--- src/sv/bed_pkg.sv ---
// Shared types, codes and helpers for the backslash escape decoder.
// No dependencies; every other file of the block imports this package.
`timescale 1ns / 1ps

package bed_pkg;

  localparam int unsigned QDEPTH  = 4;
  localparam int unsigned QPTR_W  = $clog2(QDEPTH);
  localparam int unsigned QCNT_W  = $clog2(QDEPTH + 1);

  localparam logic [7:0] CH_BACKSLASH = 8'h5C;
  localparam logic [7:0] CH_NEWLINE   = 8'h0A;
  localparam logic [7:0] CH_RPAREN    = 8'h29;
  localparam logic [7:0] CH_ZERO      = 8'h30;
  localparam logic [7:0] CH_SEVEN     = 8'h37;

  localparam logic [7:0] CTL_BS  = 8'h08;
  localparam logic [7:0] CTL_CSI = 8'h9B;
  localparam logic [7:0] CTL_ESC = 8'h1B;
  localparam logic [7:0] CTL_FF  = 8'h0C;
  localparam logic [7:0] CTL_BEL = 8'h07;
  localparam logic [7:0] CTL_LF  = 8'h0A;
  localparam logic [7:0] CTL_CR  = 8'h0D;
  localparam logic [7:0] CTL_TAB = 8'h09;
  localparam logic [7:0] CTL_VT  = 8'h0B;

  typedef enum logic [2:0] {
    MODE_IDLE     = 3'd0,
    MODE_ESC      = 3'd1,
    MODE_HEX1     = 3'd2,
    MODE_HEX2     = 3'd3,
    MODE_HEX2_BAD = 3'd4,
    MODE_OCT      = 3'd5
  } mode_t;

  typedef struct packed {
    logic [7:0] in_byte;
    logic       line_end;
  } item_t;

  typedef struct packed {
    logic [7:0] out_byte;
    logic       has_byte;
    logic       line_done;
    logic       bad_hex;
    logic       run_last;
  } result_t;

  // Up to two results caused by one input byte.
  typedef struct packed {
    result_t    res0;
    result_t    res1;
    logic [1:0] cnt;
  } pair_t;

  typedef struct packed {
    logic ok;
    logic [3:0] nib;
  } hex_t;

  typedef struct packed {
    logic full;
    logic empty;
  } q_status_t;

  function automatic logic [7:0] to_lower(input logic [7:0] c);
    if (c inside {[8'h41:8'h5A]}) return c + 8'd32;
    return c;
  endfunction

  function automatic hex_t hex_value(input logic [7:0] c);
    hex_t h;
    h = '0;
    if (c inside {[8'h30:8'h39]}) begin
      h.ok  = 1'b1;
      h.nib = c[3:0];
    end else if (c inside {[8'h61:8'h66], [8'h41:8'h46]}) begin
      h.ok  = 1'b1;
      h.nib = c[3:0] + 4'd9;
    end
    return h;
  endfunction

  // Append one result to a pair; a third result is dropped.
  function automatic pair_t pair_add(input pair_t p, input logic [7:0] b,
                                     input logic has, input logic bad);
    pair_t   q;
    result_t r;
    q = p;
    r = '{out_byte: b, has_byte: has, line_done: 1'b0, bad_hex: bad, run_last: 1'b0};
    if (p.cnt == 2'd0) begin
      q.res0 = r;
      q.cnt  = 2'd1;
    end else if (p.cnt == 2'd1) begin
      q.res1 = r;
      q.cnt  = 2'd2;
    end
    return q;
  endfunction

endpackage

--- src/sv/bed_front.sv ---
// Front end: accepts text bytes, runs the escape state and forms the results.
// Depends on bed_pkg.
`timescale 1ns / 1ps

module bed_front (
  input  logic              clk,
  input  logic              rst,
  input  logic              item_valid,
  input  bed_pkg::item_t    item,
  input  logic              full,
  output logic              item_stall,
  output logic              push,
  output bed_pkg::pair_t    pair
);
  import bed_pkg::*;

  mode_t      mode, mode_next;
  logic [7:0] acc, acc_next;
  logic [1:0] left, left_next;
  logic       accept;

  assign item_stall = full;
  assign accept     = item_valid && !full;
  assign push       = accept && (pair.cnt != 2'd0);

  always_comb begin
    logic [7:0] b;
    logic [7:0] c;
    hex_t       hv;
    pair_t      p;
    logic       bad;
    b         = item.in_byte;
    c         = to_lower(b);
    hv        = hex_value(b);
    p         = '0;
    bad       = 1'b0;
    mode_next = mode;
    acc_next  = acc;
    left_next = left;
    case (mode)
      MODE_ESC: begin
        mode_next = MODE_IDLE;
        case (c)
          CH_NEWLINE: ;
          8'h62: p = pair_add(p, CTL_BS, 1'b1, 1'b0);
          8'h63: p = pair_add(p, CTL_CSI, 1'b1, 1'b0);
          8'h65: p = pair_add(p, CTL_ESC, 1'b1, 1'b0);
          8'h66: p = pair_add(p, CTL_FF, 1'b1, 1'b0);
          8'h67: p = pair_add(p, CTL_BEL, 1'b1, 1'b0);
          8'h6E: p = pair_add(p, CTL_LF, 1'b1, 1'b0);
          8'h72: p = pair_add(p, CTL_CR, 1'b1, 1'b0);
          8'h74: p = pair_add(p, CTL_TAB, 1'b1, 1'b0);
          8'h76: p = pair_add(p, CTL_VT, 1'b1, 1'b0);
          8'h78: mode_next = MODE_HEX1;
          CH_RPAREN, CH_BACKSLASH: begin
            p = pair_add(p, CH_BACKSLASH, 1'b1, 1'b0);
            p = pair_add(p, c, 1'b1, 1'b0);
          end
          default: begin
            if (c inside {[CH_ZERO:CH_SEVEN]}) begin
              acc_next  = {5'd0, c[2:0]};
              left_next = 2'd2;
              mode_next = MODE_OCT;
            end else begin
              p = pair_add(p, c, 1'b1, 1'b0);
            end
          end
        endcase
      end
      MODE_HEX1: begin
        if (hv.ok) begin
          acc_next  = {4'd0, hv.nib};
          mode_next = MODE_HEX2;
        end else begin
          acc_next  = 8'd0;
          mode_next = MODE_HEX2_BAD;
        end
      end
      MODE_HEX2, MODE_HEX2_BAD: begin
        bad       = (mode == MODE_HEX2_BAD);
        mode_next = MODE_IDLE;
        if (hv.ok) begin
          p = pair_add(p, {acc[3:0], hv.nib}, 1'b1, bad);
        end else begin
          p = pair_add(p, acc, 1'b1, bad);
          if (b == CH_BACKSLASH) mode_next = MODE_ESC;
          else p = pair_add(p, b, 1'b1, 1'b0);
        end
      end
      MODE_OCT: begin
        if (b inside {[CH_ZERO:CH_SEVEN]}) begin
          acc_next  = {acc[4:0], b[2:0]};
          left_next = (left != 2'd0) ? left - 2'd1 : 2'd0;
          if (left_next == 2'd0) begin
            mode_next = MODE_IDLE;
            p = pair_add(p, acc_next, 1'b1, 1'b0);
          end
        end else begin
          mode_next = MODE_IDLE;
          left_next = 2'd0;
          p = pair_add(p, acc, 1'b1, 1'b0);
          if (b == CH_BACKSLASH) mode_next = MODE_ESC;
          else p = pair_add(p, b, 1'b1, 1'b0);
        end
      end
      default: begin
        mode_next = MODE_IDLE;
        if (b == CH_BACKSLASH) mode_next = MODE_ESC;
        else p = pair_add(p, b, 1'b1, 1'b0);
      end
    endcase

    // Flush any hex or octal escape still open at line end; a pending lone backslash is dropped.
    if (item.line_end) begin
      case (mode_next)
        MODE_HEX1:     p = pair_add(p, 8'd0, 1'b1, 1'b1);
        MODE_HEX2:     p = pair_add(p, acc_next, 1'b1, 1'b0);
        MODE_HEX2_BAD: p = pair_add(p, acc_next, 1'b1, 1'b1);
        MODE_OCT:      p = pair_add(p, acc_next, 1'b1, 1'b0);
        default: ;
      endcase
      mode_next = MODE_IDLE;
      acc_next  = 8'd0;
      left_next = 2'd0;
      if (p.cnt == 2'd0) p = pair_add(p, 8'd0, 1'b0, 1'b0);
      if (p.cnt == 2'd2) p.res1.line_done = 1'b1;
      else p.res0.line_done = 1'b1;
    end

    if (p.cnt == 2'd2) p.res1.run_last = 1'b1;
    else if (p.cnt == 2'd1) p.res0.run_last = 1'b1;
    pair = p;
  end

  always_ff @(posedge clk) begin
    if (rst) begin
      mode <= MODE_IDLE;
      acc  <= 8'd0;
      left <= 2'd0;
    end else if (accept) begin
      mode <= mode_next;
      acc  <= acc_next;
      left <= left_next;
    end
  end

endmodule

--- src/sv/bed_queue.sv ---
// Short queue of result pairs between the front and back ends.
// Depends on bed_pkg.
`timescale 1ns / 1ps

module bed_queue (
  input  logic                 clk,
  input  logic                 rst,
  input  logic                 push,
  input  bed_pkg::pair_t       wr_pair,
  input  logic                 pop,
  output bed_pkg::pair_t       head,
  output bed_pkg::q_status_t   status
);
  import bed_pkg::*;

  pair_t             mem [QDEPTH];
  logic [QPTR_W-1:0] wr_ptr;
  logic [QPTR_W-1:0] rd_ptr;
  logic [QCNT_W-1:0] count;

  assign head   = mem[rd_ptr];
  assign status = '{full: (count == QCNT_W'(QDEPTH)), empty: (count == '0)};

  always_ff @(posedge clk) begin
    if (push) mem[wr_ptr] <= wr_pair;
  end

  always_ff @(posedge clk) begin
    if (rst) begin
      wr_ptr <= '0;
      rd_ptr <= '0;
      count  <= '0;
    end else begin
      if (push) wr_ptr <= wr_ptr + 1'b1;
      if (pop)  rd_ptr <= rd_ptr + 1'b1;
      case ({push, pop})
        2'b10:   count <= count + 1'b1;
        2'b01:   count <= count - 1'b1;
        default: count <= count;
      endcase
    end
  end

endmodule

--- src/sv/bed_back.sv ---
// Back end: drains result pairs from the queue into the output register.
// Depends on bed_pkg.
`timescale 1ns / 1ps

module bed_back (
  input  logic                 clk,
  input  logic                 rst,
  input  bed_pkg::pair_t       head,
  input  bed_pkg::q_status_t   status,
  output logic                 pop,
  input  logic                 result_stall,
  output logic                 result_valid,
  output bed_pkg::result_t     result
);
  import bed_pkg::*;

  logic sel;
  logic load;
  logic take;

  assign load = !result_valid || !result_stall;
  assign take = load && !status.empty;
  // Advance to the second result of a pair, pop after its last one.
  assign pop  = take && (sel || head.cnt != 2'd2);

  always_ff @(posedge clk) begin
    if (rst) begin
      result_valid <= 1'b0;
      sel          <= 1'b0;
    end else if (load) begin
      result_valid <= !status.empty;
      if (take) sel <= !sel && (head.cnt == 2'd2);
    end
  end

  always_ff @(posedge clk) begin
    if (take) result <= sel ? head.res1 : head.res0;
  end

  a_sel_has_entry: assert property (@(posedge clk) disable iff (rst)
    sel |-> !status.empty)
    else $error("second-result select set with queue empty");

  a_sel_pair: assert property (@(posedge clk) disable iff (rst)
    sel |-> head.cnt == 2'd2)
    else $error("second-result select on a single-result entry");

  a_no_empty_entry: assert property (@(posedge clk) disable iff (rst)
    !status.empty |-> head.cnt != 2'd0)
    else $error("queue entry holds no result");

  a_split_pair: assert property (@(posedge clk) disable iff (rst)
    (take && !sel && head.cnt == 2'd2) |=> sel && !result.run_last)
    else $error("pair not split across two transfers");

endmodule

--- src/sv/backslash_escape_decoder.sv ---
// Top level of the backslash escape decoder: front end, queue, back end.
// Depends on bed_pkg, bed_front, bed_queue and bed_back.
`timescale 1ns / 1ps

// Channel   Signals                              Direction  Payload
// item      item_valid, item_stall, item         in         in_byte, line_end
// result    result_valid, result_stall, result   out        out_byte, has_byte, line_done,
//                                                           bad_hex, run_last
//
// One byte is taken per clock while item_stall is low; its results (none, one
// or two) are written to the queue and then loaded from the queue into the
// output register. The back end emits one result per clock while result_stall
// is low, so a byte that expands to two results leaves as two transfers; the
// four-entry queue absorbs short bursts, and a long run of such bytes stalls
// the input whenever the queue fills. Reset is synchronous and clears the
// escape state, the queue pointers and the output valid. item_stall rises
// only when the queue is full; result_stall holds the output register.

module backslash_escape_decoder (
  input  logic              clk,
  input  logic              rst,
  input  logic              item_valid,
  output logic              item_stall,
  input  bed_pkg::item_t    item,
  output logic              result_valid,
  input  logic              result_stall,
  output bed_pkg::result_t  result
);
  import bed_pkg::*;

  pair_t     wr_pair;
  pair_t     head;
  q_status_t status;
  logic      push;
  logic      pop;

  // Decode each transfer against the escape state and queue its results.
  bed_front u_front (
    .clk        (clk),
    .rst        (rst),
    .item_valid (item_valid),
    .item       (item),
    .full       (status.full),
    .item_stall (item_stall),
    .push       (push),
    .pair       (wr_pair)
  );

  // Hold decoded pairs so that input and output stall independently.
  bed_queue u_queue (
    .clk     (clk),
    .rst     (rst),
    .push    (push),
    .wr_pair (wr_pair),
    .pop     (pop),
    .head    (head),
    .status  (status)
  );

  // Drain one result per transfer into the output register.
  bed_back u_back (
    .clk          (clk),
    .rst          (rst),
    .head         (head),
    .status       (status),
    .pop          (pop),
    .result_stall (result_stall),
    .result_valid (result_valid),
    .result       (result)
  );

endmodule
--- config.mk ---
export PLATFORM = sky130hd
export DESIGN_NAME = backslash_escape_decoder
export DESIGN_NICKNAME = d
export VERILOG_FILES = /design/src/sv/bed_pkg.sv /design/src/sv/bed_front.sv /design/src/sv/bed_queue.sv /design/src/sv/bed_back.sv /design/src/sv/backslash_escape_decoder.sv
export SDC_FILE = /design/constraint.sdc
export NUM_CORES = 1
export LEC_CHECK = 0
export BUFFER_PORTS_ARGS = -buffer_cell sky130_fd_sc_hd__clkbuf_2
export CORE_UTILIZATION = 60
export DETAILED_ROUTE_END_ITERATION = 16
export GPL_TIMING_DRIVEN = 0
export HOLD_SLACK_MARGIN = 0.15
export PLACE_DENSITY = 0.78
export SLEW_MARGIN = 20
export SYNTH_ARGS = -nofsm -noshare
export SYNTH_HDL_FRONTEND = slang
export SYNTH_SLANG_ARGS = --single-unit
--- constraint.sdc ---
create_clock -name clk -period 10.46 [get_ports clk]
set_input_delay 2.092 -clock clk [delete_from_list [all_inputs] [get_ports clk]]
set_output_delay 2.092 -clock clk [all_outputs]
set_load 0.05 [all_outputs]
# Word level (Yosys, flattened, before mapping)
# Memories as Yosys holds them, arrays and structs flattened. A register that Yosys moved wholly into a read port is not among the register bits.
# Index checks and enable logic that the tools add are counted.
# op_classes
add_sub_neg,7
n_lt_le_gt_ge,10
n_eq_ne,37
n_mux,81
reduce_logical,38
# ops
cell,n
$mux 26,11
$pmux 26 s11,1
$mux 12,13
$pmux 26 s4,1
$eq 8x7->1 const B,12
$mux 14,6
$pmux 26 s3,1
$mux 8,6
$mux 2,19
$le 8x6->1 const B,3
$le 8x7->1 const B,3
$pmux 8 s3,1
$mux 3,6
$ge 8x6->1 const B,2
$ge 8x7->1 const B,2
$eq 3x3->1 const B,5
$reduce_or 13->1,1
$eq 2x1->1 const B,6
$eq 3x2->1 const B,4
$logic_not 2->1,6
$pmux 3 s2,2
$pmux 3 s4,1
$reduce_or 12->1,1
$logic_and 1x1->1,11
other kinds (25),49
# totals
regBits,34
ram_bits,104
in_bits,13
wordCells,187
mem_count,1
# mem_list
memory,depth,width,read_ports,rd_clocked_by_memory_dff,wr,line_no,rtl
u_queue.mem,4,26,1,1,1,bed_queue.sv:16,pair_t mem [QDEPTH];

# Depth between registers and ports, before layout
# logic_depth
word_depth,28
mapped_depth,17

# Modules after synthesis
# A second synthesis with hierarchy kept.
# hier_totals
hier_cells,604
area_unflattened_um2,7508.5
# by_module_without_submodules
module,instances,cells_each,area_each_um2,seq_area_each_um2
bed_queue,1,183,4231.6,3303.2
bed_front,1,385,2678.8,260.2
bed_back,1,36,598.1,400.4

# Least setup slack after synthesis
# Ideal clock, no wire load.
# synth_path
path_kind,input-to-reg
from,input item[6] (netlist bit)
to,register u_queue.count[2]
setup_time_ns,0.071
arrival_ns,5.709
required_ns,10.389
path_slack_ns,4.681
path_stages,17
cell_sequence,buf_2 > clkbuf_1 > inv_1 > ha_1 > nor3b_2 > and2_1 > a31oi_2 > o41ai_4 > nor4_2 > o41a_1 > clkinv_2 > ha_1 > inv_1 > fa_1 > xor2_1 > or3_1 > a21oi_1
# synth_via
elab_chain_cells,22
word_cells_on_any_way,80
# synth_lines
element,line_no,rtl
start: declaration,backslash_escape_decoder.sv:24,"input bed_pkg::item_t item,"
$ge 8x7->1 or $le 8x7->1 (tied branches),"bed_pkg.sv:67, bed_pkg.sv:77",
$logic_and 1x1->1,bed_pkg.sv:67,if (c inside {[8'h41:8'h5A]}) return c + 8'd32;
$mux 1,bed_pkg.sv:67,
$mux 8,bed_pkg.sv:68,return c;
$ge 8x6->1 or $le 8x6->1 (tied branches),bed_front.sv:60,if (c inside {[CH_ZERO:CH_SEVEN]}) begin
$logic_and 1x1->1,bed_front.sv:60,
$mux 26,bed_front.sv:60,
$pmux 26 s11,bed_front.sv:43,case (c)
[... 6 more ...],--,
$logic_not 2->1,"bed_pkg.sv:91, bed_front.sv:125",
$mux 26,bed_front.sv:125,"if (p.cnt == 2'd0) p = pair_add(p, 8'd0, 1'b0, 1'b0);"
$mux 26,bed_front.sv:114,if (item.line_end) begin
$mux 26 (*),bed_front.sv:114,
$reduce_bool 2->1 (*),bed_front.sv:24,assign push = accept && (pair.cnt != 2'd0);
$logic_and 1x1->1 (*),bed_front.sv:24,
$eq 2x1->1 or $eq 2x2->1 (tied branches),bed_queue.sv:36,"case ({push, pop})"
$pmux 3 s2 or $reduce_bool 2->1 (tied branches),--,
end signal: assignment,bed_queue.sv:37,2'b10: count <= count + 1'b1;
end signal: assignment,bed_queue.sv:38,2'b01: count <= count - 1'b1;
end signal: assignment,bed_queue.sv:39,default: count <= count;
end: declaration,bed_queue.sv:19,logic [QCNT_W-1:0] count;
# Mark *: on every way between the ends. The rest lies on a longest branch, timed or not. The select of a mux whose other input is x is not followed.
# A chain may end at the register's enable or synchronous reset.

==> metrics.md <==
| Metric | Value |
|---|---|
| Critical Path, Cell by Cell | `clkbuf_2 > buf_2 > clkbuf_1 > inv_1 > ha_1 > nor3b_2 > and2_1 > a31oi_2 > o41ai_4 > nor4_2 > nor2_2 > ha_1 > nand2_1 > a21oi_2 > and2_1 > buf_2 > a221oi_1 > a21oi_1` |
| Inst Count DP | `759` |
| Arr. time, crit path | `6.49 ns` |
| Placer Congestion | `0.958` |
| CP required | `10.66 ns` |
| Async SR Flop Fraction | `0%` |
| Critical path type | `in2reg` |
| Maximum VDD drop | `0.140 mV` |
| Top cell type by total area after synthesis | `edfxtp_1` |
| CTS hold repair buffers | `0` |
| Drt total wl | `19100 µm` |
| Ant. Diodes | `0` |
| Startpoint Class | `input pin` |
| # Post-CTS Setup Buffers | `0` |
| Post-route ant nets | `0` |
| Synthesized instance count | `590` |
| Worst-path clk slew | `0.06 ns` |
| Core Area | `11600 µm²` |
| Vias per std cell | `6.72` |
| CP max-delay cell | `o41ai_4` |
| Yosys reg bits | `140` |
| Die X | `112 µm` |
| Final Hold Violating Endpoints | `0` |
| Crit Path Max Fanout | `10` |
| Port Buffers | `25` |
| CTS tree | `yes` |
| Die Y | `112 µm` |
| Synthesized net count | `618` |
| Crit path buf inv count | `5` |
| F_max | `0.159 GHz` |
| Vias in the first global route | `5285` |
| DIE AREA | `12500 µm²` |
| Initial core utilization | `62.5%` |
| PwrDens | `213 nW/µm²` |
| Synth Flop Type | `edfxtp_1` |
| Headroom to the max-slew limit | `36.7%` |
| Cell Area, Synth | `7250 µm²` |
| FILL cells | `850` |
| Synth cell types | `80` |
| Pre-antenna DRT Iters | `13` |
| Initial antenna violation count | `0` |
| RSZ-0062 raised after global routing | `false` |
| LEAKAGE | `2.76 nW` |
| Clk sink count | `140` |
| Root Buffer | `clkbuf_16` |
| Critical Path Sink Type | `flop` |
| Area grow syn2layout | `12.4%` |
| Cell family with most CP delay | `compound AO/OA/AOI/OAI gates` |
| Number of synthesized flops with an enable pin | `116` |
| Wire per inst | `24.1 µm` |
| Largest net degree at the start of global routing | `27` |
| Sequential cell area fraction in the yosys report | `54.6%` |
| GRT Total Usage | `32.6%` |
| Dpl ws | `3.78 ns` |
| CTS Buf Count | `17` |
| Final setup viols | `0` |
| Worst hold path type | `reg2reg` |
| Global-route wire length before repair | `30100 µm` |
| Worst skew pair latency | `0.43 ns` |
| Reg area | `3960 µm²` |
| Failing checks | `DRC` |
| Worst setup margin | `4.16 ns` |
| Row count | `39` |
| Biggest cell delay along the critical path | `0.57 ns` |
| HPWL after DPL | `13000 µm` |
| Clk buf depth | `2` |
| Fin. max-slew vios | `0` |
| Post-cts resize count | `0` |
| I/O pin total | `27` |
| Tmin final | `6.30 ns` |
| Commonest non-fill, non-tap cell in the layout | `edfxtp_1` |
| Grt total ovfl | `0` |
| Initial DRC count | `752` |
| Avg Cell Area, Syn | `12.3 µm²` |
| Commonest non-fill, non-tap cells in the layout | `edfxtp_1, nor2_1, a21oi_1, nand2_1` |
| Status | `finished with violations` |
| TNS Setup | `0 ns` |
| H-tree lvl count | `4` |
| Worst Skew | `0.0139 ns` |
| Final Cycle Share | `60.2%` |
| DRC errors left | `1` |
| Pwr Total | `1.73 mW` |
| # nets final | `663` |
| Worst-margin pin slew | `0.941 ns` |
| Fin util | `70.2%` |
| Multi-input gate area | `3060 µm²` |
| Post-Layout Cell Count | `791` |
| Yosys top cell area share | `48.0%` |
| Main area contributors after synthesis | `edfxtp_1, mux4_2, dfxtp_1` |
| Layout cells sized above 1 | `20.4%` |
| Detailed-route via count | `5315` |
| Synth warnings | `0` |
| Max_cap viols | `0` |
-- report_power, final --
group | leakage (nW) | switching [mW] | internal [mW]
Sequential | 1.26 | 0.0276 | 0.690
Combinational | 1.22 | 0.279 | 0.154
Clock | 0.279 | 0.232 | 0.349
Total | 2.76 | 0.539 | 1.19
-- cells in the mapped netlist (all sizes together) (4+ instances only) --
library cell,count
a21o,9
and2,10
xor2,4
a22oi,12
nand4b,5
a221oi,4
a21oi,50
dfxtp,24
clkbuf,22
a22o,12
nor3,13
buf,13
and3,6
edfxtp,116
a31oi,11
mux4,24
o21ai,26
nor2,49
o21a,4
nand2,39
nor4,6
o22ai,4
inv,19
nor3b,8
nand2b,11
mux2,13
o221ai,5
ha,14
-- routing by layer --
layer	vias to the layer above	global-route usage, %	wire, µm
li1	2392	-	-
met1	2637	44.0	7840
met2	251	53.5	9360
met3	35	6.75	1560
met4	0	9.69	316
met5	-	0	0
-- stage by stage --
step	hold slack (ns)	area, µm²
2_1_floorplan	0.435	7250
3_3_place_gp	0.447	7560
3_5_place_dp	0.477	7580
4_1_cts	0.495	8150
5_1_grt	0.536	8150
6_report	0.491	8150
-- cell families after synthesis --
family                     Yosys count  share of synthesized area, %
buffers and inverters               55                          3.35
AOI/OAI and AO/OA                  168                          16.5
DFF                                140                          54.6
xor gates and xnor gates             5                         0.604
adders and majority gates           15                          2.69
muxes                               40                          9.88
and+or+nand+nor                    167                          12.3
-- layout make-up --
type / count / share of cell area [%]
Buffer: 35 / 2.04
Clock inverter: 15 / 1.80
Multi-Input combinational cell: 395 / 37.5
Clock buffer: 17 / 5.22
Tap cell: 143 / 2.20
Inverter: 20 / 0.937
Sequential cell: 140 / 48.6
Timing Repair Buffer: 26 / 1.67
-- tightest hold or removal path, stage by stage, from the launching register on --
cell and delay, ns:
dfxtp_1 0.33, nand2_1 0.06, a21oi_1 0.05
-- final timing paths --
check | startpoint | endpoint | slack [ns] | cells past startpoint
max | item[6] | u_queue.mem[3][18] | 4.16 | 18
min | u_back.result_valid | u_back.result_valid | 0.49 | 2
max reg2reg | u_front.mode[2] | u_queue.mem[3][18] | 6.43 | 14
min reg2reg | u_back.result_valid | u_back.result_valid | 0.49 | 2
-- state kept, by name (all words and copies together), names as in the netlist, named ones only --
| register | cells |
|---|---|
| u_back.result | 12 |
| u_back.result_valid | 1 |
| u_back.sel | 1 |
| u_front.acc | 8 |
| u_front.left | 2 |
| u_front.mode | 3 |
| u_queue.count | 3 |
| u_queue.mem | 104 |
| u_queue.rd_ptr | 2 |
| u_queue.wr_ptr | 2 |
No activity file was read; power rests on OpenSTA's default activity.
